`src/hdl/json_string_unescape_core_defines.svh`:
```
// assertion helpers shared by the unescape core modules
`ifndef JSON_STRING_UNESCAPE_CORE_DEFINES_SVH
`define JSON_STRING_UNESCAPE_CORE_DEFINES_SVH

// same-cycle implication
`define JSU_ASSERT_SAME(lbl, clk, rst, ante, cons, msg) \
   lbl: assert property (@(posedge clk) disable iff (rst) (ante) |-> (cons)) else $error(msg);

// next-cycle implication
`define JSU_ASSERT_NEXT(lbl, clk, rst, ante, cons, msg) \
   lbl: assert property (@(posedge clk) disable iff (rst) (ante) |=> (cons)) else $error(msg);

`endif

```
`src/hdl/jsu_pkg.sv`:
```
// ----------------------------------------------------------------------------
// jsu_pkg
// Types, character codes and small decode functions for the JSON string
// unescape core.
// ----------------------------------------------------------------------------
`default_nettype none

package jsu_pkg;

   localparam int CFG_W       = 20;
   localparam int MAX_RESULTS = 4;
   localparam int RES_CNT_W   = 3;
   localparam int RES_IDX_W   = 2;
   localparam int CP_W        = 21;

   localparam logic [CFG_W-1:0] MAX_BYTES_RESET = 20'hFFFFF;
   localparam logic [CP_W-1:0]  SUPP_BASE       = 21'h10000;

   localparam logic [7:0] CH_QUOTE  = 8'h22;
   localparam logic [7:0] CH_BSLASH = 8'h5C;
   localparam logic [7:0] CH_SLASH  = 8'h2F;
   localparam logic [7:0] CH_LOW_B  = 8'h62;
   localparam logic [7:0] CH_LOW_F  = 8'h66;
   localparam logic [7:0] CH_LOW_N  = 8'h6E;
   localparam logic [7:0] CH_LOW_R  = 8'h72;
   localparam logic [7:0] CH_LOW_T  = 8'h74;
   localparam logic [7:0] CH_LOW_U  = 8'h75;
   localparam logic [7:0] CH_SPACE  = 8'h20;

   localparam logic [5:0] HIGH_SURR_TAG = 6'b110110;
   localparam logic [5:0] LOW_SURR_TAG  = 6'b110111;

   typedef enum logic [2:0] {
      MODE_IDLE  = 3'd0,
      MODE_BODY  = 3'd1,
      MODE_ESC   = 3'd2,
      MODE_HEX1  = 3'd3,
      MODE_LOWBS = 3'd4,
      MODE_LOWU  = 3'd5,
      MODE_HEX2  = 3'd6
   } mode_type;

   typedef enum logic [1:0] {
      KIND_BYTE = 2'd0,
      KIND_DONE = 2'd1,
      KIND_ERR  = 2'd2
   } kind_type;

   typedef enum logic [3:0] {
      ERR_NONE     = 4'd0,
      ERR_NO_QUOTE = 4'd1,
      ERR_TOO_LONG = 4'd2,
      ERR_CONTROL  = 4'd3,
      ERR_ESC_END  = 4'd4,
      ERR_BAD_ESC  = 4'd5,
      ERR_UNI_END  = 4'd6,
      ERR_BAD_HEX  = 4'd7,
      ERR_NO_LOW   = 4'd8,
      ERR_BAD_LOW  = 4'd9,
      ERR_LONE_LOW = 4'd10,
      ERR_UNTERM   = 4'd11
   } err_type;

   typedef struct packed {
      kind_type   kind;
      logic [7:0] data;
      err_type    err;
   } rsp_entry_type;

   typedef struct packed {
      logic [RES_CNT_W-1:0]                 count;
      rsp_entry_type [MAX_RESULTS-1:0]      ent;
   } rsp_bundle_type;

   function automatic rsp_entry_type byte_entry(input logic [7:0] d);
      rsp_entry_type e;
      e.kind = KIND_BYTE;
      e.data = d;
      e.err  = ERR_NONE;
      return e;
   endfunction

   function automatic rsp_bundle_type single_bundle(input kind_type k, input logic [7:0] d,
                                                    input err_type code);
      rsp_bundle_type b;
      b            = '0;
      b.count      = RES_CNT_W'(1);
      b.ent[0].kind = k;
      b.ent[0].data = d;
      b.ent[0].err  = code;
      return b;
   endfunction

   // {valid, value}
   function automatic logic [4:0] hex_digit(input logic [7:0] c);
      logic [4:0] r;
      r = '0;
      if (c >= 8'h30 && c <= 8'h39) begin
         r = {1'b1, 4'(c - 8'h30)};
      end else if (c >= 8'h61 && c <= 8'h66) begin
         r = {1'b1, 4'(c - 8'h57)};
      end else if (c >= 8'h41 && c <= 8'h46) begin
         r = {1'b1, 4'(c - 8'h37)};
      end
      return r;
   endfunction

   // {valid, byte} for the single-character escapes
   function automatic logic [8:0] escape_map(input logic [7:0] c);
      logic [8:0] r;
      r = '0;
      if (c == CH_QUOTE || c == CH_BSLASH || c == CH_SLASH) begin
         r = {1'b1, c};
      end else if (c == CH_LOW_B) begin
         r = {1'b1, 8'h08};
      end else if (c == CH_LOW_F) begin
         r = {1'b1, 8'h0C};
      end else if (c == CH_LOW_N) begin
         r = {1'b1, 8'h0A};
      end else if (c == CH_LOW_R) begin
         r = {1'b1, 8'h0D};
      end else if (c == CH_LOW_T) begin
         r = {1'b1, 8'h09};
      end
      return r;
   endfunction

   function automatic rsp_bundle_type utf8_encode(input logic [CP_W-1:0] cp);
      rsp_bundle_type b;
      b = '0;
      if (cp[CP_W-1:7] == '0) begin
         b.count  = RES_CNT_W'(1);
         b.ent[0] = byte_entry({1'b0, cp[6:0]});
      end else if (cp[CP_W-1:11] == '0) begin
         b.count  = RES_CNT_W'(2);
         b.ent[0] = byte_entry({3'b110, cp[10:6]});
         b.ent[1] = byte_entry({2'b10, cp[5:0]});
      end else if (cp[CP_W-1:16] == '0) begin
         b.count  = RES_CNT_W'(3);
         b.ent[0] = byte_entry({4'b1110, cp[15:12]});
         b.ent[1] = byte_entry({2'b10, cp[11:6]});
         b.ent[2] = byte_entry({2'b10, cp[5:0]});
      end else begin
         b.count  = RES_CNT_W'(4);
         b.ent[0] = byte_entry({5'b11110, cp[20:18]});
         b.ent[1] = byte_entry({2'b10, cp[17:12]});
         b.ent[2] = byte_entry({2'b10, cp[11:6]});
         b.ent[3] = byte_entry({2'b10, cp[5:0]});
      end
      return b;
   endfunction

endpackage

`default_nettype wire

```
`src/hdl/jsu_step.sv`:
```
// ----------------------------------------------------------------------------
// jsu_step
// Decode state and per-item decode logic: turns one source byte into the
// group of up to four result entries it causes.
// ----------------------------------------------------------------------------
`default_nettype none
`include "json_string_unescape_core_defines.svh"

module jsu_step #(
   parameter int LENGTH_COUNT_BITS = 21
) (
   input  wire logic                          clock,
   input  wire logic                          reset,
   input  wire logic                          accept,
   input  wire logic [7:0]                    byte_in,
   input  wire logic                          input_end,
   input  wire logic [jsu_pkg::CFG_W-1:0]     max_bytes,
   output jsu_pkg::rsp_bundle_type            bundle
);

   localparam int CB    = LENGTH_COUNT_BITS;
   localparam int CMP_W = (CB > jsu_pkg::CFG_W) ? CB : jsu_pkg::CFG_W;

   jsu_pkg::mode_type mode_ff, mode_in;
   logic [1:0]        digit_ff, digit_in;
   logic [15:0]       hex_ff, hex_in;
   logic [9:0]        high_ff, high_in;
   logic [CB-1:0]     count_ff, count_in;

   logic [CMP_W-1:0]  count_ext;
   logic [CMP_W-1:0]  max_ext;
   logic [4:0]        hd;
   logic [8:0]        esc;
   logic [15:0]       hv_full;
   logic [jsu_pkg::CP_W-1:0] pair_cp;
   logic [CB:0]       count_sum;
   logic              clear;
   jsu_pkg::rsp_bundle_type res;

   assign count_ext = CMP_W'(count_ff);
   assign max_ext   = CMP_W'(max_bytes);
   assign hd        = jsu_pkg::hex_digit(byte_in);
   assign esc       = jsu_pkg::escape_map(byte_in);
   assign hv_full   = {hex_ff[11:0], hd[3:0]};
   assign pair_cp   = jsu_pkg::SUPP_BASE + jsu_pkg::CP_W'({high_ff, hv_full[9:0]});
   assign bundle    = res;

   always_comb begin
      mode_in  = mode_ff;
      digit_in = digit_ff;
      hex_in   = hex_ff;
      high_in  = high_ff;
      res      = '0;
      clear    = 1'b0;

      if (input_end) begin
         clear = 1'b1;
         unique case (mode_ff)
            jsu_pkg::MODE_BODY: begin
               res = jsu_pkg::single_bundle(jsu_pkg::KIND_ERR, 8'h00, jsu_pkg::ERR_UNTERM);
            end
            jsu_pkg::MODE_ESC: begin
               res = jsu_pkg::single_bundle(jsu_pkg::KIND_ERR, 8'h00, jsu_pkg::ERR_ESC_END);
            end
            jsu_pkg::MODE_HEX1, jsu_pkg::MODE_HEX2: begin
               res = jsu_pkg::single_bundle(jsu_pkg::KIND_ERR, 8'h00, jsu_pkg::ERR_UNI_END);
            end
            jsu_pkg::MODE_LOWBS, jsu_pkg::MODE_LOWU: begin
               res = jsu_pkg::single_bundle(jsu_pkg::KIND_ERR, 8'h00, jsu_pkg::ERR_NO_LOW);
            end
            default: begin
               res = jsu_pkg::single_bundle(jsu_pkg::KIND_ERR, 8'h00, jsu_pkg::ERR_NO_QUOTE);
            end
         endcase
      end else begin
         unique case (mode_ff)
            jsu_pkg::MODE_BODY: begin
               priority if (byte_in == jsu_pkg::CH_QUOTE) begin
                  clear = 1'b1;
                  if (count_ext > max_ext) begin
                     res = jsu_pkg::single_bundle(jsu_pkg::KIND_ERR, 8'h00,
                                                  jsu_pkg::ERR_TOO_LONG);
                  end else begin
                     res = jsu_pkg::single_bundle(jsu_pkg::KIND_DONE, 8'h00,
                                                  jsu_pkg::ERR_NONE);
                  end
               end else if (byte_in < jsu_pkg::CH_SPACE) begin
                  clear = 1'b1;
                  res   = jsu_pkg::single_bundle(jsu_pkg::KIND_ERR, 8'h00,
                                                 jsu_pkg::ERR_CONTROL);
               end else if (byte_in == jsu_pkg::CH_BSLASH) begin
                  mode_in = jsu_pkg::MODE_ESC;
               end else if (count_ext >= max_ext) begin
                  clear = 1'b1;
                  res   = jsu_pkg::single_bundle(jsu_pkg::KIND_ERR, 8'h00,
                                                 jsu_pkg::ERR_TOO_LONG);
               end else begin
                  res = jsu_pkg::single_bundle(jsu_pkg::KIND_BYTE, byte_in,
                                               jsu_pkg::ERR_NONE);
               end
            end
            jsu_pkg::MODE_ESC: begin
               priority if (esc[8]) begin
                  res     = jsu_pkg::single_bundle(jsu_pkg::KIND_BYTE, esc[7:0],
                                                   jsu_pkg::ERR_NONE);
                  mode_in = jsu_pkg::MODE_BODY;
               end else if (byte_in == jsu_pkg::CH_LOW_U) begin
                  mode_in  = jsu_pkg::MODE_HEX1;
                  digit_in = 2'd0;
                  hex_in   = '0;
               end else begin
                  clear = 1'b1;
                  res   = jsu_pkg::single_bundle(jsu_pkg::KIND_ERR, 8'h00,
                                                 jsu_pkg::ERR_BAD_ESC);
               end
            end
            jsu_pkg::MODE_HEX1, jsu_pkg::MODE_HEX2: begin
               priority if (!hd[4]) begin
                  clear = 1'b1;
                  res   = jsu_pkg::single_bundle(jsu_pkg::KIND_ERR, 8'h00,
                                                 jsu_pkg::ERR_BAD_HEX);
               end else if (digit_ff != 2'd3) begin
                  hex_in   = hv_full;
                  digit_in = digit_ff + 2'd1;
               end else begin
                  // fourth digit: the quad is complete
                  hex_in   = '0;
                  digit_in = 2'd0;
                  if (mode_ff == jsu_pkg::MODE_HEX1) begin
                     priority if (hv_full[15:10] == jsu_pkg::HIGH_SURR_TAG) begin
                        high_in = hv_full[9:0];
                        mode_in = jsu_pkg::MODE_LOWBS;
                     end else if (hv_full[15:10] == jsu_pkg::LOW_SURR_TAG) begin
                        clear = 1'b1;
                        res   = jsu_pkg::single_bundle(jsu_pkg::KIND_ERR, 8'h00,
                                                       jsu_pkg::ERR_LONE_LOW);
                     end else begin
                        res     = jsu_pkg::utf8_encode(jsu_pkg::CP_W'(hv_full));
                        mode_in = jsu_pkg::MODE_BODY;
                     end
                  end else begin
                     if (hv_full[15:10] != jsu_pkg::LOW_SURR_TAG) begin
                        clear = 1'b1;
                        res   = jsu_pkg::single_bundle(jsu_pkg::KIND_ERR, 8'h00,
                                                       jsu_pkg::ERR_BAD_LOW);
                     end else begin
                        res     = jsu_pkg::utf8_encode(pair_cp);
                        mode_in = jsu_pkg::MODE_BODY;
                     end
                  end
               end
            end
            jsu_pkg::MODE_LOWBS: begin
               if (byte_in == jsu_pkg::CH_BSLASH) begin
                  mode_in = jsu_pkg::MODE_LOWU;
               end else begin
                  clear = 1'b1;
                  res   = jsu_pkg::single_bundle(jsu_pkg::KIND_ERR, 8'h00,
                                                 jsu_pkg::ERR_NO_LOW);
               end
            end
            jsu_pkg::MODE_LOWU: begin
               if (byte_in == jsu_pkg::CH_LOW_U) begin
                  mode_in  = jsu_pkg::MODE_HEX2;
                  digit_in = 2'd0;
                  hex_in   = '0;
               end else begin
                  clear = 1'b1;
                  res   = jsu_pkg::single_bundle(jsu_pkg::KIND_ERR, 8'h00,
                                                 jsu_pkg::ERR_NO_LOW);
               end
            end
            default: begin
               if (byte_in == jsu_pkg::CH_QUOTE) begin
                  mode_in  = jsu_pkg::MODE_BODY;
                  digit_in = 2'd0;
                  hex_in   = '0;
                  high_in  = '0;
               end else begin
                  clear = 1'b1;
                  res   = jsu_pkg::single_bundle(jsu_pkg::KIND_ERR, 8'h00,
                                                 jsu_pkg::ERR_NO_QUOTE);
               end
            end
         endcase
      end

      // decoded bytes only appear without done/error, so the count is the group size
      count_sum = {1'b0, count_ff} + (CB+1)'(res.count);
      if (count_sum[CB]) begin
         count_in = '1;
      end else begin
         count_in = count_sum[CB-1:0];
      end
      // idle entry from the opening quote starts a fresh count
      if (mode_ff != jsu_pkg::MODE_BODY && mode_ff != jsu_pkg::MODE_ESC &&
          mode_ff != jsu_pkg::MODE_HEX1 && mode_ff != jsu_pkg::MODE_HEX2 &&
          mode_ff != jsu_pkg::MODE_LOWBS && mode_ff != jsu_pkg::MODE_LOWU) begin
         count_in = '0;
      end

      if (clear) begin
         mode_in  = jsu_pkg::MODE_IDLE;
         digit_in = 2'd0;
         hex_in   = '0;
         high_in  = '0;
         count_in = '0;
      end
   end

   always_ff @(posedge clock) begin
      if (reset) begin
         mode_ff  <= jsu_pkg::MODE_IDLE;
         digit_ff <= 2'd0;
         hex_ff   <= '0;
         high_ff  <= '0;
         count_ff <= '0;
      end else if (accept) begin
         mode_ff  <= mode_in;
         digit_ff <= digit_in;
         hex_ff   <= hex_in;
         high_ff  <= high_in;
         count_ff <= count_in;
      end
   end

   `JSU_ASSERT_SAME(a_end_gives_error, clock, reset, accept && input_end, res.count == 3'd1 && res.ent[0].kind == jsu_pkg::KIND_ERR, "end of input must give one error")
   `JSU_ASSERT_NEXT(a_final_goes_idle, clock, reset, accept && res.count != 3'd0 && res.ent[0].kind != jsu_pkg::KIND_BYTE, mode_ff == jsu_pkg::MODE_IDLE, "done or error must return to idle")
   `JSU_ASSERT_SAME(a_idle_is_clean, clock, reset, mode_ff == jsu_pkg::MODE_IDLE, digit_ff == 2'd0 && hex_ff == 16'd0 && count_ff == '0, "idle state must be cleared")

endmodule

`default_nettype wire

```
`src/hdl/jsu_rsp_buf.sv`:
```
// ----------------------------------------------------------------------------
// jsu_rsp_buf
// Result register: holds the group of result entries caused by one item and
// hands them out one per cycle on the result channel while rsp_stall is low.
// ----------------------------------------------------------------------------
`default_nettype none
`include "json_string_unescape_core_defines.svh"

module jsu_rsp_buf (
   input  wire logic                    clock,
   input  wire logic                    reset,
   input  wire logic                    push,
   input  wire jsu_pkg::rsp_bundle_type bundle,
   output logic                         can_take,
   output logic                         rsp_valid,
   input  wire logic                    rsp_stall,
   output logic [1:0]                   rsp_kind,
   output logic [7:0]                   rsp_data_byte,
   output logic [3:0]                   rsp_error_code,
   output logic                         rsp_last
);

   jsu_pkg::rsp_entry_type                ent_ff [jsu_pkg::MAX_RESULTS];
   logic [jsu_pkg::RES_CNT_W-1:0]         left_ff, left_in;
   logic [jsu_pkg::RES_IDX_W-1:0]         rd_ff, rd_in;
   logic                                  pop;
   jsu_pkg::rsp_entry_type                head;

   assign pop       = (left_ff != '0) && !rsp_stall;
   // room for a new group when empty or the last waiting entry leaves this cycle
   assign can_take  = (left_ff == '0) || ((left_ff == jsu_pkg::RES_CNT_W'(1)) && !rsp_stall);
   assign rsp_valid = (left_ff != '0);

   assign head           = ent_ff[rd_ff];
   assign rsp_kind       = 2'(head.kind);
   assign rsp_data_byte  = head.data;
   assign rsp_error_code = 4'(head.err);
   assign rsp_last       = (left_ff == jsu_pkg::RES_CNT_W'(1));

   always_comb begin
      left_in = left_ff;
      rd_in   = rd_ff;
      if (push) begin
         left_in = bundle.count;
         rd_in   = '0;
      end else if (pop) begin
         left_in = left_ff - jsu_pkg::RES_CNT_W'(1);
         rd_in   = rd_ff + jsu_pkg::RES_IDX_W'(1);
      end
   end

   always_ff @(posedge clock) begin
      if (reset) begin
         left_ff <= '0;
         rd_ff   <= '0;
      end else begin
         left_ff <= left_in;
         rd_ff   <= rd_in;
      end
   end

   always_ff @(posedge clock) begin
      if (push) begin
         for (int i = 0; i < jsu_pkg::MAX_RESULTS; i++) begin
            ent_ff[i] <= bundle.ent[i];
         end
      end
   end

   `JSU_ASSERT_SAME(a_push_has_room, clock, reset, push,
                    left_ff == 3'd0 || (left_ff == 3'd1 && !rsp_stall),
                    "group written over waiting entries")
   `JSU_ASSERT_SAME(a_left_bounded, clock, reset, 1'b1, left_ff <= 3'd4,
                    "too many entries waiting")
   `JSU_ASSERT_NEXT(a_drain_to_empty, clock, reset, pop && !push && left_ff == 3'd1,
                    left_ff == 3'd0, "buffer must empty after last entry")

endmodule

`default_nettype wire

```
`src/hdl/json_string_unescape_core.sv`:
```
// ----------------------------------------------------------------------------
// json_string_unescape_core
// Streaming decoder for one JSON string literal into UTF-8 bytes.
// ----------------------------------------------------------------------------
// Usage:
//   req_* carries one source byte per item, opening quote first; req_input_end
//   marks the end of the source (the byte is then ignored). rsp_* carries
//   result items: a decoded byte, string complete, or an error with its code.
//   rsp_last marks the final result caused by one source byte. An error or the
//   closing quote returns the decoder to idle, waiting for an opening quote.
//   csr_wr_en/csr_wr_data set the length limit in decoded bytes; write it only
//   while the block is idle.
// Timing:
//   A source byte is decoded in the cycle it is accepted; its first result is
//   valid the next cycle. Most bytes give zero or one result, so one byte per
//   cycle is sustained while rsp_stall is low. A \u escape ending a code point
//   gives one to four UTF-8 bytes, which drain one per cycle, unless stalled,
//   from the result register; req_stall is high until the last is being taken.
// Reset:
//   Synchronous; clears the decode state and the result register and sets the
//   limit to its maximum. While rsp_stall is high the waiting result holds and
//   a new byte is taken only if the result register is empty.
// ----------------------------------------------------------------------------
`default_nettype none

module json_string_unescape_core #(
   parameter int LENGTH_COUNT_BITS = 21
) (
   input  wire logic                        clock,
   input  wire logic                        reset,
   input  wire logic                        req_valid,
   output logic                             req_stall,
   input  wire logic [7:0]                  req_byte_in,
   input  wire logic                        req_input_end,
   output logic                             rsp_valid,
   input  wire logic                        rsp_stall,
   output logic [1:0]                       rsp_kind,
   output logic [7:0]                       rsp_data_byte,
   output logic [3:0]                       rsp_error_code,
   output logic                             rsp_last,
   input  wire logic                        csr_wr_en,
   input  wire logic [jsu_pkg::CFG_W-1:0]   csr_wr_data
);

   logic [jsu_pkg::CFG_W-1:0] max_bytes_ff;
   logic                      can_take;
   logic                      accept;
   logic                      push;
   jsu_pkg::rsp_bundle_type   bundle;

   assign req_stall = !can_take;
   assign accept    = req_valid && can_take;
   assign push      = accept && (bundle.count != '0);

   always_ff @(posedge clock) begin
      if (reset) begin
         max_bytes_ff <= jsu_pkg::MAX_BYTES_RESET;
      end else if (csr_wr_en) begin
         max_bytes_ff <= csr_wr_data;
      end
   end

   jsu_step #(
      .LENGTH_COUNT_BITS(LENGTH_COUNT_BITS)
   ) u_step (
      .clock     (clock),
      .reset     (reset),
      .accept    (accept),
      .byte_in   (req_byte_in),
      .input_end (req_input_end),
      .max_bytes (max_bytes_ff),
      .bundle    (bundle)
   );

   jsu_rsp_buf u_rsp_buf (
      .clock          (clock),
      .reset          (reset),
      .push           (push),
      .bundle         (bundle),
      .can_take       (can_take),
      .rsp_valid      (rsp_valid),
      .rsp_stall      (rsp_stall),
      .rsp_kind       (rsp_kind),
      .rsp_data_byte  (rsp_data_byte),
      .rsp_error_code (rsp_error_code),
      .rsp_last       (rsp_last)
   );

endmodule

`default_nettype wire

```
`config.mk`:
```
export PLATFORM = sky130hd
export DESIGN_NAME = json_string_unescape_core
export DESIGN_NICKNAME = d
export VERILOG_FILES = /design/src/hdl/jsu_pkg.sv /design/src/hdl/jsu_step.sv /design/src/hdl/jsu_rsp_buf.sv /design/src/hdl/json_string_unescape_core.sv
export VERILOG_INCLUDE_DIRS = /design/src /design/src/hdl
export SDC_FILE = /design/constraint.sdc
export NUM_CORES = 1
export LEC_CHECK = 0
export ABC_CLOCK_PERIOD_IN_PS = 4070
export BUFFER_PORTS_ARGS = -buffer_cell sky130_fd_sc_hd__buf_2
export CORE_ASPECT_RATIO = 0.6
export CORE_MARGIN = 2
export CORE_UTILIZATION = 32
export CTS_CLUSTER_DIAMETER = 100
export DETAILED_ROUTE_END_ITERATION = 7
export HOLD_SLACK_MARGIN = 0.03
export PLACE_DENSITY_LB_ADDON = 0.1
export SLEW_MARGIN = 10
export SYNTH_ARGS = -nofsm -noshare
export SYNTH_HDL_FRONTEND = slang
export SYNTH_SLANG_ARGS = --single-unit
```
`constraint.sdc`:
```
create_clock -name clock -period 4.07 [get_ports clock]
set_input_delay 0 -clock clock [delete_from_list [all_inputs] [get_ports clock]]
set_output_delay 0 -clock clock [all_outputs]
set_load 0.03 [all_outputs]
```
==> impl_summary.log, run 1 <==
INFO  metric effective_utilization_at_floorplan = 0.327
INFO  metric clk_path_buf_depth = 2
INFO  metric timing.critical_path.from_type = flop
INFO  metric sequential_area_share_after_synthesis = 0.354
INFO  metric fin_setup_tns = 0 ns
INFO  metric first_global_vias = ~6400
INFO  metric htree_levels = 3
INFO  metric power_density = between 400 and 500 nW/µm²
INFO  metric power_switching = approximately 0.0016 W
INFO  metric final_nets = between 1000 and 1500
INFO  metric detailed_place_hpwl = between 15000 and 20000 µm
INFO  metric totalWireLength = 25200 µm
INFO  metric async_reset_ff_frac = 0
INFO  metric post-cts-setup-buffer-count = 0
INFO  metric intPower = 0.00234 W
INFO  metric drt_first_pass_iters = 5
INFO  metric min_path_type = input port to flop
INFO  metric layout-area-overhead-vs-synth = 21.0%
INFO  metric synth_edf_count = 35
INFO  metric final_common_cell = sky130_fd_sc_hd__nand2_1
INFO  metric seq_power_share = 0.372
INFO  metric power = 0.00391 W
INFO  metric placedCellCount = between 1000 and 1500
INFO  metric cts_tree = built
INFO  metric antenna_found_initial = 0
INFO  metric cp.required = roughly 4.3 ns
INFO  metric finalClockSkew = 0.0106 ns
INFO  metric grt.total_usage = 0.220
INFO  metric crit_path_start = u_step.mode_ff[1]
INFO  metric cp_data_arrival_time = 4.08 ns
INFO  metric finalCritPeriodShare = 0.936
INFO  metric syn-mean-instance-area = between 8 and 9 µm²
INFO  metric path_class = flop to flop
INFO  metric core_region_area = 22100 µm²
INFO  metric viasPerCell = 5.66
INFO  metric io_pins = 51
INFO  metric p_clk_frac = 0.241
INFO  metric place.port_buffers = 50
INFO  metric cts_inserted_buffers = 9
INFO  metric ctsRootBufferMaster = sky130_fd_sc_hd__clkbuf_16
INFO  metric postSynthCellCount = roughly 840
INFO  metric placement_rows = 42
INFO  metric netSwitchingFraction = 0.402
INFO  metric detail_route.wl_per_cell = ~20 µm
INFO  metric route.vias.total = approximately 7000
INFO  metric most-common-layout-cells = 82 x sky130_fd_sc_hd__nand2_1, 75 x sky130_fd_sc_hd__dfxtp_1, 72 x sky130_fd_sc_hd__buf_4
INFO  metric worstReg2RegStart = u_step.mode_ff[1]
INFO  metric synth.lib_cells_used.distinct = 83
INFO  metric detail-route-antenna-nets = 0
INFO  metric yosys.area.top_type = sky130_fd_sc_hd__dfxtp_1
INFO  metric synthTopCellsByArea = sky130_fd_sc_hd__dfxtp_1 21%, sky130_fd_sc_hd__edfxtp_1 15%, sky130_fd_sc_hd__ha_1 5.9%, sky130_fd_sc_hd__nand2_1 4.3%, sky130_fd_sc_hd__nor2_1 3.5%
INFO  metric path_clk_slew = 0.09 ns
INFO  metric die_height = approximately 120 µm
INFO  metric clock_sinks = 110
INFO  metric run_status = completed
INFO  metric synthesis.area = approximately 7200 µm²
INFO  metric detail_route.iter0.violations = 740
INFO  metric post_synth_top_flop = sky130_fd_sc_hd__dfxtp_1
INFO  metric synth_nets = between 900 and 1000
INFO  metric setup-violations-final = 0
INFO  metric max_freq = between 200 and 300 MHz
INFO  metric clk_latency = between 0.3 and 0.4 ns
INFO  metric dpl_worst_slack = about 0.053 ns
INFO  metric crit_path_end_kind = flop
INFO  metric dieArea = roughly 24000 µm²
INFO  metric yosysTopAreaCellShare = 0.208
INFO  metric drc = 0
INFO  metric hold_path.startpoint = reset
INFO  metric maxCapViolations = 0
INFO  metric slew_violations = 0
INFO  metric antenna-diode-count = 0
INFO  metric grt_first_pass_wirelength = between 30000 and 40000 µm
INFO  metric max-vdd-ir-drop = about 0.21 mV
INFO  metric total_leakage_power = between 3 and 4 nW
INFO  metric min_period = 3.81 ns
INFO  metric overflow = 0
INFO  metric fin_hold_viols = 0
INFO  metric tightestPinTransition = roughly 0.85 ns
INFO  metric postLayoutSetupSlackWorst = roughly 0.26 ns
INFO  metric synth-warning-count = 0
INFO  metric worst-path-max-fanout = 8
INFO  metric share_of_layout_cells_above_drive_strength_1 = 0.185
INFO  metric share_comb_of_total_power = 0.387
INFO  metric place_congestion = between 0.9 and 1
INFO  metric final_cells = between 1000 and 1500
INFO  metric max-slew-margin-rel = 0.427
INFO  metric synth-seq-cells = 110
INFO  metric grt_max_degree = 40
INFO  metric die_span_in_x = approximately 200 µm
critical path, stage by stage, from the launching register on:
cell                        delay (ns)
sky130_fd_sc_hd__dfxtp_1          0.41
sky130_fd_sc_hd__or3b_2           0.56
sky130_fd_sc_hd__a21oi_1          0.20
sky130_fd_sc_hd__a311oi_1         0.10
sky130_fd_sc_hd__o211ai_1         0.25
sky130_fd_sc_hd__or2_2            0.22
sky130_fd_sc_hd__ha_1             0.19
sky130_fd_sc_hd__inv_1            0.07
sky130_fd_sc_hd__fa_1             0.37
sky130_fd_sc_hd__nor2b_1          0.18
sky130_fd_sc_hd__o2111ai_1        0.17
sky130_fd_sc_hd__nor3_2           0.31
sky130_fd_sc_hd__nand3_1          0.19
sky130_fd_sc_hd__o21ai_0          0.20
sky130_fd_sc_hd__nor3_1           0.07
sky130_fd_sc_hd__a211o_1          0.22
stage by stage:
step	util	area, µm²	hold WS [ns]
finish	0.395	8720	0.0823
floorplan	-	7210	0.129
global placement	0.371	8180	0.217
CTS	0.394	8690	0.0644
global route	0.395	8720	0.0905
detailed placement	0.371	8180	0.225
metal layers:
metal  global-route usage  wire length (µm)  vias up
li1                     -                 -     3393
met1                0.372             14100     3311
met2                0.251              8330      273
met3               0.0764              2600       10
met4               0.0367               166        0
met5                    0                 0        -
final cells by class:
| class | instances | area [µm²] |
|---|---|---|
| fillers | 2274 | 13300 |
| multi-input cells | 633 | 4330 |
| flip-flops and latches | 110 | 2550 |
| repair buffers | 142 | 991 |
| well taps | 286 | 358 |
| clock buffers | 9 | 225 |
| inverters | 47 | 176 |
| clock inverters | 7 | 88.8 |
repair_timing:
| item | CTS | global route |
|---|---|---|
| endpoints found under the hold margin | 20 | 0 |
| hold buffers | 20 | 0 |
| gates resized for setup | 0 | 6 |
| endpoints found under the setup margin | 0 | 15 |
logic make-up (layout without fill, tap and decap cells):
family,Yosys count,in the layout,share of synthesized area
simple gates,315,315,0.226
xor+xnor,9,9,0.0109
compound gates,259,259,0.263
buf+inv,94,205,0.0510
mux,15,15,0.0333
flops,110,110,0.354
fa+ha+maj,35,35,0.0618
synthesized netlist by cell type, types with 8 or more instances:
library cell	count
sky130_fd_sc_hd__and2_1	17
sky130_fd_sc_hd__o31ai_1	8
sky130_fd_sc_hd__edfxtp_1	35
sky130_fd_sc_hd__a22o_1	28
sky130_fd_sc_hd__nand3_1	24
sky130_fd_sc_hd__dfxtp_1	75
sky130_fd_sc_hd__a21oi_1	34
sky130_fd_sc_hd__a21o_1	12
sky130_fd_sc_hd__a31oi_1	10
sky130_fd_sc_hd__inv_1	46
sky130_fd_sc_hd__clkbuf_1	34
sky130_fd_sc_hd__a22oi_1	9
sky130_fd_sc_hd__nor2_1	67
sky130_fd_sc_hd__nand2_1	82
sky130_fd_sc_hd__nand4_1	15
sky130_fd_sc_hd__buf_2	9
sky130_fd_sc_hd__o21ai_0	45
sky130_fd_sc_hd__nor4_1	9
sky130_fd_sc_hd__o211ai_1	32
sky130_fd_sc_hd__o22ai_1	13
sky130_fd_sc_hd__ha_1	34
sky130_fd_sc_hd__nor3_1	33
sky130_fd_sc_hd__and3_1	13
worst paths after layout:
| check | end | slack [ns] | cells past startpoint |
|---|---|---|---|
| worst max-delay path | u_step.count_ext[20] | 0.26 | 15 |
| worst max register to register | u_step.count_ext[20] | 0.26 | 15 |
| worst min register to register | max_bytes_ff[6] | 0.49 | 2 |
| worst min-delay path | u_step.count_ext[17] | 0.08 | 3 |
power groups by stage:
stage                     Clock, W  Sequential, W  Combinational, W
after floorplan                  0        0.00143          0.000988
after global placement           0        0.00148           0.00149
after detailed placement         0        0.00148           0.00148
after CTS                 0.000965        0.00145           0.00150
after global routing       0.00101        0.00148           0.00164
final                     0.000943        0.00145           0.00151
state kept, by name (all words and copies together) (netlist names), named ones only:
register           flops
u_step.high_ff        10
u_step.count_ext      21
u_step.mode_ff         3
u_rsp_buf.left_ff      3
u_rsp_buf.ent_ff      35
u_step.digit_ff        2
u_rsp_buf.rd_ff        2
max_bytes_ff          20
u_step.hex_ff         12
Note: power is estimated with default switching activity, not from simulation.
==> inputs of run 2 (changes only) <==
--- a/config.mk
+++ b/config.mk
@@ -11,6 +11,7 @@
 export CORE_ASPECT_RATIO = 0.6
 export CORE_MARGIN = 2
 export CORE_UTILIZATION = 32
+export CTS_BUF_LIST = sky130_fd_sc_hd__clkbuf_4
 export CTS_CLUSTER_DIAMETER = 100
 export DETAILED_ROUTE_END_ITERATION = 7
 export HOLD_SLACK_MARGIN = 0.03
==> run 2 against run 1 <==
Against the previous run: maximum frequency increased by 0.30%; clock power decreased by 35%; highest routed layer unchanged; sequential cell count unchanged; power decreased by 7.6%; non-clock buffer count increased by 38; global-route usage increased by 0.39 points; utilization increased by 1.0 points; cell count increased by 3.2%; worst hold slack got worse by 0.012 ns; worst setup slack improved by 0.011 ns; critical path depth unchanged; first-iteration DRC count increased by 7.7%.
==> impl_summary.log, run 2 (synthesized netlist as in run 1, its figures left out) <==
INFO  metric die_height = 120 µm (unchanged)
INFO  metric crit_path_end_kind = flop (unchanged)
INFO  metric io_pins = 51 (unchanged)
INFO  metric largest_register_ff_count = 35 (unchanged)
INFO  metric overflow = 0 (unchanged)
INFO  metric timing.critical_path.from_type = flop (unchanged)
INFO  metric detailed_place_hpwl = 19800 µm (unchanged)
INFO  metric finalClockSkew = 0.0334 ns (was 0.0106 ns)
INFO  metric min_period = 3.80 ns (was 3.81 ns)
INFO  metric first_global_vias = 6569 (was 6439)
INFO  metric detail_route.iter0.violations = 797 (was 740)
INFO  metric rsz0062_at_grt = yes
INFO  metric clock_sinks = 110 (unchanged)
INFO  metric most-common-layout-cells = 82 x sky130_fd_sc_hd__nand2_1, 75 x sky130_fd_sc_hd__dfxtp_1, 72 x sky130_fd_sc_hd__buf_4 (unchanged)
INFO  metric seq_power_share = 0.403 (was 0.372)
INFO  metric p_clk_frac = 0.169 (was 0.241)
INFO  metric path_clk_slew = 0.21 ns (was 0.09 ns)
INFO  metric layout-area-overhead-vs-synth = 24.1% (was 21.0%)
INFO  metric min_path_type = input port to flop (unchanged)
INFO  metric critPathSlowestCell = sky130_fd_sc_hd__dfxtp_1 (was sky130_fd_sc_hd__or3b_2)
INFO  metric worst-path-max-fanout = 5 (was 8)
INFO  metric final_nets = 1050 (was 1012)
INFO  metric fin_hold_viols = 0 (unchanged)
INFO  metric power_density = 404 nW/µm² (was 448 nW/µm²)
INFO  metric max-slew-margin-rel = 0.434 (was 0.427)
INFO  metric grt_max_degree = 40 (unchanged)
INFO  metric minimum_hold_slack = 0.0705 ns (was 0.0823 ns)
INFO  metric setup-violations-final = 0 (unchanged)
INFO  metric netSwitchingFraction = 0.425 (was 0.402)
INFO  metric total_leakage_power = 3.49 nW (was 3.45 nW)
INFO  metric placedCellCount = 1198 (unchanged)
INFO  metric dieArea = 23800 µm² (unchanged)
INFO  metric antenna_found_initial = 1 (was 0)
INFO  metric die_span_in_x = 198 µm (unchanged)
INFO  metric max_freq = 263 MHz (about the same)
INFO  metric max-vdd-ir-drop = 0.197 mV (was 0.214 mV)
INFO  metric intPower = 0.00208 W (was 0.00234 W)
INFO  metric final_core_utilization = 0.405 (was 0.395)
INFO  metric power_switching = 0.00153 W (was 0.00157 W)
INFO  metric core_region_area = 22100 µm² (unchanged)
INFO  metric run_status = completed (unchanged)
INFO  metric drc = 0 (unchanged)
INFO  metric totalWireLength = 25800 µm (was 25200 µm)
INFO  metric share_of_layout_cells_above_drive_strength_1 = 0.177 (was 0.185)
INFO  metric maxCapViolations = 0 (unchanged)
INFO  metric grt.total_usage = 0.224 (was 0.220)
INFO  metric route.vias.total = 7175 (was 6987)
INFO  metric post-cts-setup-buffer-count = 0 (unchanged)
INFO  metric final_common_cell = sky130_fd_sc_hd__nand2_1 (unchanged)
INFO  metric tightestPinTransition = 0.848 ns (was 0.851 ns)
INFO  metric detail_route.wl_per_cell = 20.2 µm (was 20.5 µm)
INFO  metric cp.required = 4.54 ns (was 4.34 ns)
INFO  metric cts_tree = built (unchanged)
INFO  metric ctsRootBufferMaster = sky130_fd_sc_hd__clkbuf_4 (was sky130_fd_sc_hd__clkbuf_16)
INFO  metric effective_utilization_at_floorplan = 0.327 (unchanged)
INFO  metric timing.critical_path.cells = ha_1, nor4b_2, buf_4, nand2_1, o2111ai_1, a311oi_2, or2_2, ha_1, a211o_1, o2111ai_2, nor3_1, nand3_1, a311oi_1, or4_1, a211oi_2 (was or3b_2, a21oi_1, a311oi_1, o211ai_1, or2_2, ha_1, inv_1, fa_1, nor2b_1, o2111ai_1, nor3_2, nand3_1, o21ai_0, nor3_1, a211o_1)
INFO  metric clk_latency = 0.54 ns (was 0.37 ns)
INFO  metric power = 0.00361 W (was 0.00391 W)
INFO  metric final_cells = 1273 (was 1234)
INFO  metric clk_path_buf_depth = 2 (unchanged)
INFO  metric slew_violations = 0 (unchanged)
INFO  metric timing.critical_path.slowest_cell_delay = 0.45 ns (was 0.56 ns)
INFO  metric grt_first_pass_wirelength = 40200 µm (was 39400 µm)
INFO  metric drt_first_pass_iters = 5 (unchanged)
INFO  metric fin_setup_tns = 0 ns (unchanged)
INFO  metric placement_rows = 42 (unchanged)
INFO  metric finalCritPeriodShare = 0.933 (was 0.936)
INFO  metric timing.critical_path.mode_cell = sky130_fd_sc_hd__ha_1
INFO  metric path_class = flop to flop (unchanged)
INFO  metric filler_instances = 2263 (was 2274)
INFO  metric detail-route-antenna-nets = 0 (unchanged)
INFO  metric htree_levels = 3 (unchanged)
INFO  metric place.port_buffers = 50 (unchanged)
INFO  metric share_comb_of_total_power = 0.428 (was 0.387)
INFO  metric largest-register = u_rsp_buf.ent_ff (unchanged)
INFO  metric cts_inserted_buffers = 9 (unchanged)
INFO  metric viasPerCell = 5.64 (was 5.66)
INFO  metric place_congestion = 0.912 (unchanged)
INFO  metric cp_data_arrival_time = 4.26 ns (was 4.08 ns)
[run 2: area by class of cell]
class	instances	area, µm²	share of cell area
repair buffers	180	1370	0.153
multi-input cells	633	4330	0.484
clock inverters	7	88.8	0.00993
inverters	47	176	0.0197
diodes	1	2.50	0.000280
clock buffers	9	67.6	0.00755
flip-flops and latches	110	2550	0.285
well taps	286	358	0.0400
[run 2: worst paths after layout]
check | startpoint | slack [ns] | endpoint | cells after the start
setup / recovery | u_step.high_ff[7] | 0.27 | u_step.count_ext[17] | 15
hold / removal | csr_wr_en | 0.07 | max_bytes_ff[10] | 2
setup reg to reg | u_step.high_ff[7] | 0.27 | u_step.count_ext[17] | 15
hold reg to reg | max_bytes_ff[10] | 0.50 | max_bytes_ff[10] | 2
[run 2: what timing repair did]
item,4_1_cts,5_1_grt
hold endpoints to repair,34,0
gates resized for setup,0,6
hold buffers,58,0
setup endpoints to repair,0,16
[run 2: stage by stage]
stage,setup slack (ns),cell area [µm²]
after floorplan,0.0219,7210
after global placement,0.145,8180
after detailed placement,0.0526,8180
after CTS,0.103,8920
after global routing,-0.0364,8950
final,0.272,8950
[run 2: worst max-delay path: cells and delay by family, from the launching register on]
kind / cells / cell delay [ns]
AOI/OAI and AO/OA: 6 / 1.19
adders and majority gates: 2 / 0.51
buffers and inverters: 1 / 0.17
DFF: 1 / 0.45
and+or+nand+nor: 6 / 1.43
[run 2: metal layers]
layer	share of wire	GRT usage	wire (µm)	vias to the layer above
li1	-	-	-	3463
met5	0	0	0	-
met4	0.0040	0.0291	102	0
met3	0.10	0.0692	2600	10
met2	0.34	0.259	8630	313
met1	0.56	0.384	14400	3389
[run 2: power by group through the flow]
stage	Sequential (W)	Combinational [W]	Clock, W
global placement	0.00148	0.00149	0
detailed placement	0.00148	0.00148	0
global route	0.00148	0.00168	0.000682
finish	0.00145	0.00155	0.000611
CTS	0.00145	0.00153	0.000638
floorplan	0.00143	0.000988	0
==> inputs of run 3 (changes only) <==
--- a/config.mk
+++ b/config.mk
@@ -6,6 +6,7 @@
 export SDC_FILE = /design/constraint.sdc
 export NUM_CORES = 1
 export LEC_CHECK = 0
+export ABC_AREA = 1
 export ABC_CLOCK_PERIOD_IN_PS = 4070
 export BUFFER_PORTS_ARGS = -buffer_cell sky130_fd_sc_hd__buf_2
 export CORE_ASPECT_RATIO = 0.6
==> run 3 against run 2 <==
Against the previous run: critical path depth increased by 5; register-to-register slack improved by 0.03 ns; non-clock buffer count decreased by 39; cell count increased by 21%; cell area increased by 0.96%; synthesized cell count increased by 31%; utilization decreased by 1.4 points; sequential power increased by 10%; largest power group unchanged.
==> impl_summary.log, run 3 <==
INFO  metric run_status = completed (unchanged)
INFO  metric most-common-layout-cells = 227 x sky130_fd_sc_hd__nand2_1, 166 x sky130_fd_sc_hd__nor2_1, 121 x sky130_fd_sc_hd__inv_1 (was 82 x sky130_fd_sc_hd__nand2_1, 75 x sky130_fd_sc_hd__dfxtp_1, 72 x sky130_fd_sc_hd__buf_4)
INFO  metric die_span_in_x = 202 µm (was 198 µm)
INFO  metric share_of_layout_cells_above_drive_strength_1 = 0.143 (was 0.177)
INFO  metric use_met3 = 0.0600 (was 0.0692)
INFO  metric synth_nets = 1166 (was 906)
INFO  metric tightestPinTransition = 1.01 ns (was 0.848 ns)
INFO  metric dieArea = 24800 µm² (was 23800 µm²)
INFO  metric yosys.area.top_type = sky130_fd_sc_hd__dfxtp_1 (unchanged)
INFO  metric postSynthCellCount = 1097 (was 837)
INFO  metric timing.critical_path.slowest_cell_delay = 0.42 ns (was 0.45 ns)
INFO  metric layout-area-overhead-vs-synth = 20.0% (was 24.1%)
INFO  metric reg2reg_slack = 0.30 ns (was 0.27 ns)
INFO  metric grt_max_degree = 48 (was 40)
INFO  metric maxCapViolations = 0 (unchanged)
INFO  metric effective_utilization_at_floorplan = 0.326 (was 0.327)
INFO  metric finalCritPeriodShare = 0.926 (was 0.933)
INFO  metric global_route.usage.met1 = 0.366 (was 0.384)
INFO  metric synthesis.area = 7530 µm² (was 7210 µm²)
INFO  metric detail-route-antenna-nets = 0 (unchanged)
INFO  metric max_freq = 265 MHz (was 263 MHz)
INFO  metric final_nets = 1285 (was 1050)
INFO  metric drt_first_pass_iters = 5 (unchanged)
INFO  metric final_common_cell = sky130_fd_sc_hd__nand2_1 (unchanged)
INFO  metric placedCellCount = 1457 (was 1198)
INFO  metric ctsRootBufferMaster = sky130_fd_sc_hd__clkbuf_4 (unchanged)
INFO  metric worst-path-max-fanout = 7 (was 5)
INFO  metric postLayoutSetupSlackWorst = 0.302 ns (was 0.272 ns)
INFO  metric largest-register = u_rsp_buf.ent_ff (unchanged)
INFO  metric timing.critical_path.cells = ha_1, nor3_1, nand3b_1, nor2_2, nor2_4, buf_4, nand2_1, nand3_1, fa_1, or2_2, nand2_1, nand2_1, inv_1, nand4_1, nor2_2, nand2_2, or2_2, nand3_1, nand2_1, a21oi_1 (was ha_1, nor4b_2, buf_4, nand2_1, o2111ai_1, a311oi_2, or2_2, ha_1, a211o_1, o2111ai_2, nor3_1, nand3_1, a311oi_1, or4_1, a211oi_2)
INFO  metric syn-mean-instance-area = 6.86 µm² (was 8.61 µm²)
INFO  metric post_synth_top_flop = sky130_fd_sc_hd__dfxtp_1 (unchanged)
INFO  metric minimum_hold_slack = 0.175 ns (was 0.0705 ns)
INFO  metric synthTopCellsByArea = sky130_fd_sc_hd__dfxtp_1 20%, sky130_fd_sc_hd__edfxtp_1 14%, sky130_fd_sc_hd__nand2_1 11%, sky130_fd_sc_hd__nor2_1 8.5%, sky130_fd_sc_hd__a21oi_1 6.4% (was sky130_fd_sc_hd__dfxtp_1 21%, sky130_fd_sc_hd__edfxtp_1 15%, sky130_fd_sc_hd__ha_1 5.9%, sky130_fd_sc_hd__nand2_1 4.3%, sky130_fd_sc_hd__nor2_1 3.5%)
INFO  metric detailed_place_hpwl = 20400 µm (was 19800 µm)
INFO  metric io_pins = 51 (unchanged)
INFO  metric min_period = 3.77 ns (was 3.80 ns)
INFO  metric detail_route.wl_per_cell = 17.2 µm (was 20.2 µm)
INFO  metric min_path_type = input port to flop (unchanged)
INFO  metric total_leakage_power = 3.90 nW (was 3.49 nW)
INFO  metric gr-usage-met2 = 0.258 (was 0.259)
INFO  metric antenna_found_initial = 1 (unchanged)
INFO  metric yosysTopAreaCellShare = 0.199 (was 0.208)
INFO  metric path_clk_slew = 0.20 ns (was 0.21 ns)
INFO  metric filler_instances = 2472 (was 2263)
INFO  metric timing.critical_path.from_type = flop (unchanged)
INFO  metric synth_top_cells_by_count = 229 x sky130_fd_sc_hd__nand2_1, 171 x sky130_fd_sc_hd__nor2_1, 122 x sky130_fd_sc_hd__inv_1 (was 82 x sky130_fd_sc_hd__nand2_1, 75 x sky130_fd_sc_hd__dfxtp_1, 67 x sky130_fd_sc_hd__nor2_1)
INFO  metric synth.lib_cells_used.distinct = 51 (was 83)
INFO  metric placement_rows = 43 (was 42)
INFO  metric htree_levels = 3 (unchanged)
INFO  metric cp_data_arrival_time = 4.22 ns (was 4.26 ns)
INFO  metric synth-seq-cells = 110 (unchanged)
INFO  metric seqCellArea = 2560 µm² (was 2550 µm²)
INFO  metric place.port_buffers = 50 (unchanged)
INFO  metric synth-warning-count = 0 (unchanged)
INFO  metric drc = 0 (unchanged)
INFO  metric cp.required = 4.53 ns (was 4.54 ns)
INFO  metric critPathSlowestCell = sky130_fd_sc_hd__fa_1 (was sky130_fd_sc_hd__dfxtp_1)
INFO  metric clock_sinks = 110 (unchanged)
INFO  metric largest_register_ff_count = 35 (unchanged)
INFO  metric viasPerCell = 5.00 (was 5.64)
INFO  metric path_class = flop to flop (unchanged)
INFO  metric cts_inserted_buffers = 9 (unchanged)
INFO  metric totalWireLength = 26400 µm (was 25800 µm)
INFO  metric overflow = 0 (unchanged)
INFO  metric setup-violations-final = 0 (unchanged)
INFO  metric slew_violations = 0 (unchanged)
INFO  metric dpl_worst_slack = -0.0443 ns (was 0.0526 ns)
INFO  metric route.vias.total = 7681 (was 7175)
INFO  metric power_density = 489 nW/µm² (was 404 nW/µm²)
INFO  metric detail_route.iter0.violations = 708 (was 797)
INFO  metric final_cells = 1537 (was 1273)
INFO  metric grt_first_pass_wirelength = 40800 µm (was 40200 µm)
INFO  metric max-vdd-ir-drop = 0.185 mV (was 0.197 mV)
INFO  metric first_global_vias = 6773 (was 6569)
INFO  metric grt.total_usage = 0.218 (was 0.224)
INFO  metric sequential_area_share_after_synthesis = 0.339 (was 0.354)
INFO  metric synth_edf_count = 35 (unchanged)
INFO  metric cts_tree = built (unchanged)
INFO  metric crit_path_end_kind = flop (unchanged)
INFO  metric die_height = 123 µm (was 120 µm)
INFO  metric core_region_area = 23100 µm² (was 22100 µm²)
INFO  metric yosys.cell_count.top_type = sky130_fd_sc_hd__nand2_1 (unchanged)
INFO  metric place_congestion = 0.990 (was 0.912)
INFO  metric cpLargestDelayFamily = simple AND/OR/NAND/NOR gates (unchanged)
INFO  metric timing.critical_path.mode_cell = sky130_fd_sc_hd__nand2_1 (was sky130_fd_sc_hd__ha_1)
INFO  metric clk_latency = 0.54 ns (about the same)
INFO  metric cp.buffers_inverters = 2 (was 1)
INFO  metric finalClockSkew = 0.0354 ns (was 0.0334 ns)
INFO  metric async_reset_ff_frac = 0 (unchanged)
INFO  metric fin_hold_viols = 0 (unchanged)
INFO  metric multi_input_area = 4330 µm² (about the same)
INFO  metric clk_path_buf_depth = 2 (unchanged)
INFO  metric max-slew-margin-rel = 0.328 (was 0.434)
INFO  metric grt.busiest_layer = met1 (unchanged)
## run 3: cell count changes after synthesis, moves of 14 or more
cell | previous run | this run
sky130_fd_sc_hd__clkbuf_1 | 34 | 20
sky130_fd_sc_hd__nor2_1 | 67 | 171
sky130_fd_sc_hd__inv_2 | 0 | 14
sky130_fd_sc_hd__o211ai_1 | 32 | 8
sky130_fd_sc_hd__o21ai_0 | 45 | 74
sky130_fd_sc_hd__a22o_1 | 28 | 0
sky130_fd_sc_hd__nor3_1 | 33 | 13
sky130_fd_sc_hd__nand3_1 | 24 | 55
sky130_fd_sc_hd__nand2_1 | 82 | 229
sky130_fd_sc_hd__and2_1 | 17 | 1
sky130_fd_sc_hd__inv_1 | 46 | 122
sky130_fd_sc_hd__a21oi_1 | 34 | 97
## run 3: final timing paths
kind / from / end / cells past startpoint
worst min-delay path: req_byte_in[1] / u_rsp_buf.ent_ff[0][5] / 5
worst min register to register: u_step.digit_ff[1] / u_step.digit_ff[1] / 2
worst max-delay path: u_step.high_ff[6] / u_step.count_ext[18] / 20
worst max register to register: u_step.high_ff[6] / u_step.count_ext[18] / 20
## run 3: routing by layer
| layer | up-vias | routed length [µm] |
|---|---|---|
| met5 | - | 0 |
| met4 | 0 | 233 |
| met3 | 21 | 2490 |
| met2 | 270 | 8900 |
| met1 | 3517 | 14800 |
| li1 | 3873 | - |
## run 3: cells by family after synthesis
family / share of synthesized area
and+or+nand+nor: 0.318
xor gates and xnor gates: 0.0184
AOI/OAI and AO/OA: 0.173
adders and majority gates: 0.0592
DFF: 0.339
buffers and inverters: 0.0929
## run 3: worst reg2reg max path, cell delays in order, from the launching register on
cell and delay (ns):
sky130_fd_sc_hd__dfxtp_4 0.40, sky130_fd_sc_hd__ha_1 0.32, sky130_fd_sc_hd__nor3_1 0.21, sky130_fd_sc_hd__nand3b_1 0.18, sky130_fd_sc_hd__nor2_2 0.19, sky130_fd_sc_hd__nor2_4 0.08
sky130_fd_sc_hd__buf_4 0.14, sky130_fd_sc_hd__nand2_1 0.10, sky130_fd_sc_hd__nand3_1 0.15, sky130_fd_sc_hd__fa_1 0.42, sky130_fd_sc_hd__or2_2 0.31, sky130_fd_sc_hd__nand2_1 0.07
sky130_fd_sc_hd__nand2_1 0.06, sky130_fd_sc_hd__inv_1 0.08, sky130_fd_sc_hd__nand4_1 0.17, sky130_fd_sc_hd__nor2_2 0.20, sky130_fd_sc_hd__nand2_2 0.08, sky130_fd_sc_hd__or2_2 0.27
sky130_fd_sc_hd__nand3_1 0.07, sky130_fd_sc_hd__nand2_1 0.07, sky130_fd_sc_hd__a21oi_1 0.13
## run 3: metrics by stage
stage	utilization	total power, W	cell area [µm²]	TNS, ns
final	0.391	0.00442	9030	0
after global routing	0.391	0.00475	9030	-0.0140
after global placement	0.356	0.00378	8210	0
after CTS	0.387	0.00440	8940	0
after floorplan	-	0.00312	7530	0
after detailed placement	0.356	0.00375	8210	-0.335
## run 3: repair_timing
item                                    CTS  global route
pin swaps                                 0             6
resized for setup                         2            15
hold buffers                             57             0
endpoints found under the setup margin   11            20
setup buffers                             0             6
hold endpoints to repair                 55             0
## run 3: power breakdown
| part | switching [W] | internal, W |
|---|---|---|
| logic | 0.00156 | 0.000664 |
| clock network | 0.000438 | 0.000151 |
| registers | 0.000187 | 0.00142 |
## run 3: final cells by class
cell class | instances | area share
antenna | 1 | 0.000277
clock inverter | 7 | 0.00831
clock buffer | 9 | 0.00748
timing repair buffer | 141 | 0.119
sequential | 110 | 0.283
tap | 315 | 0.0436
multi-input combinational | 814 | 0.479
inverter | 140 | 0.0591
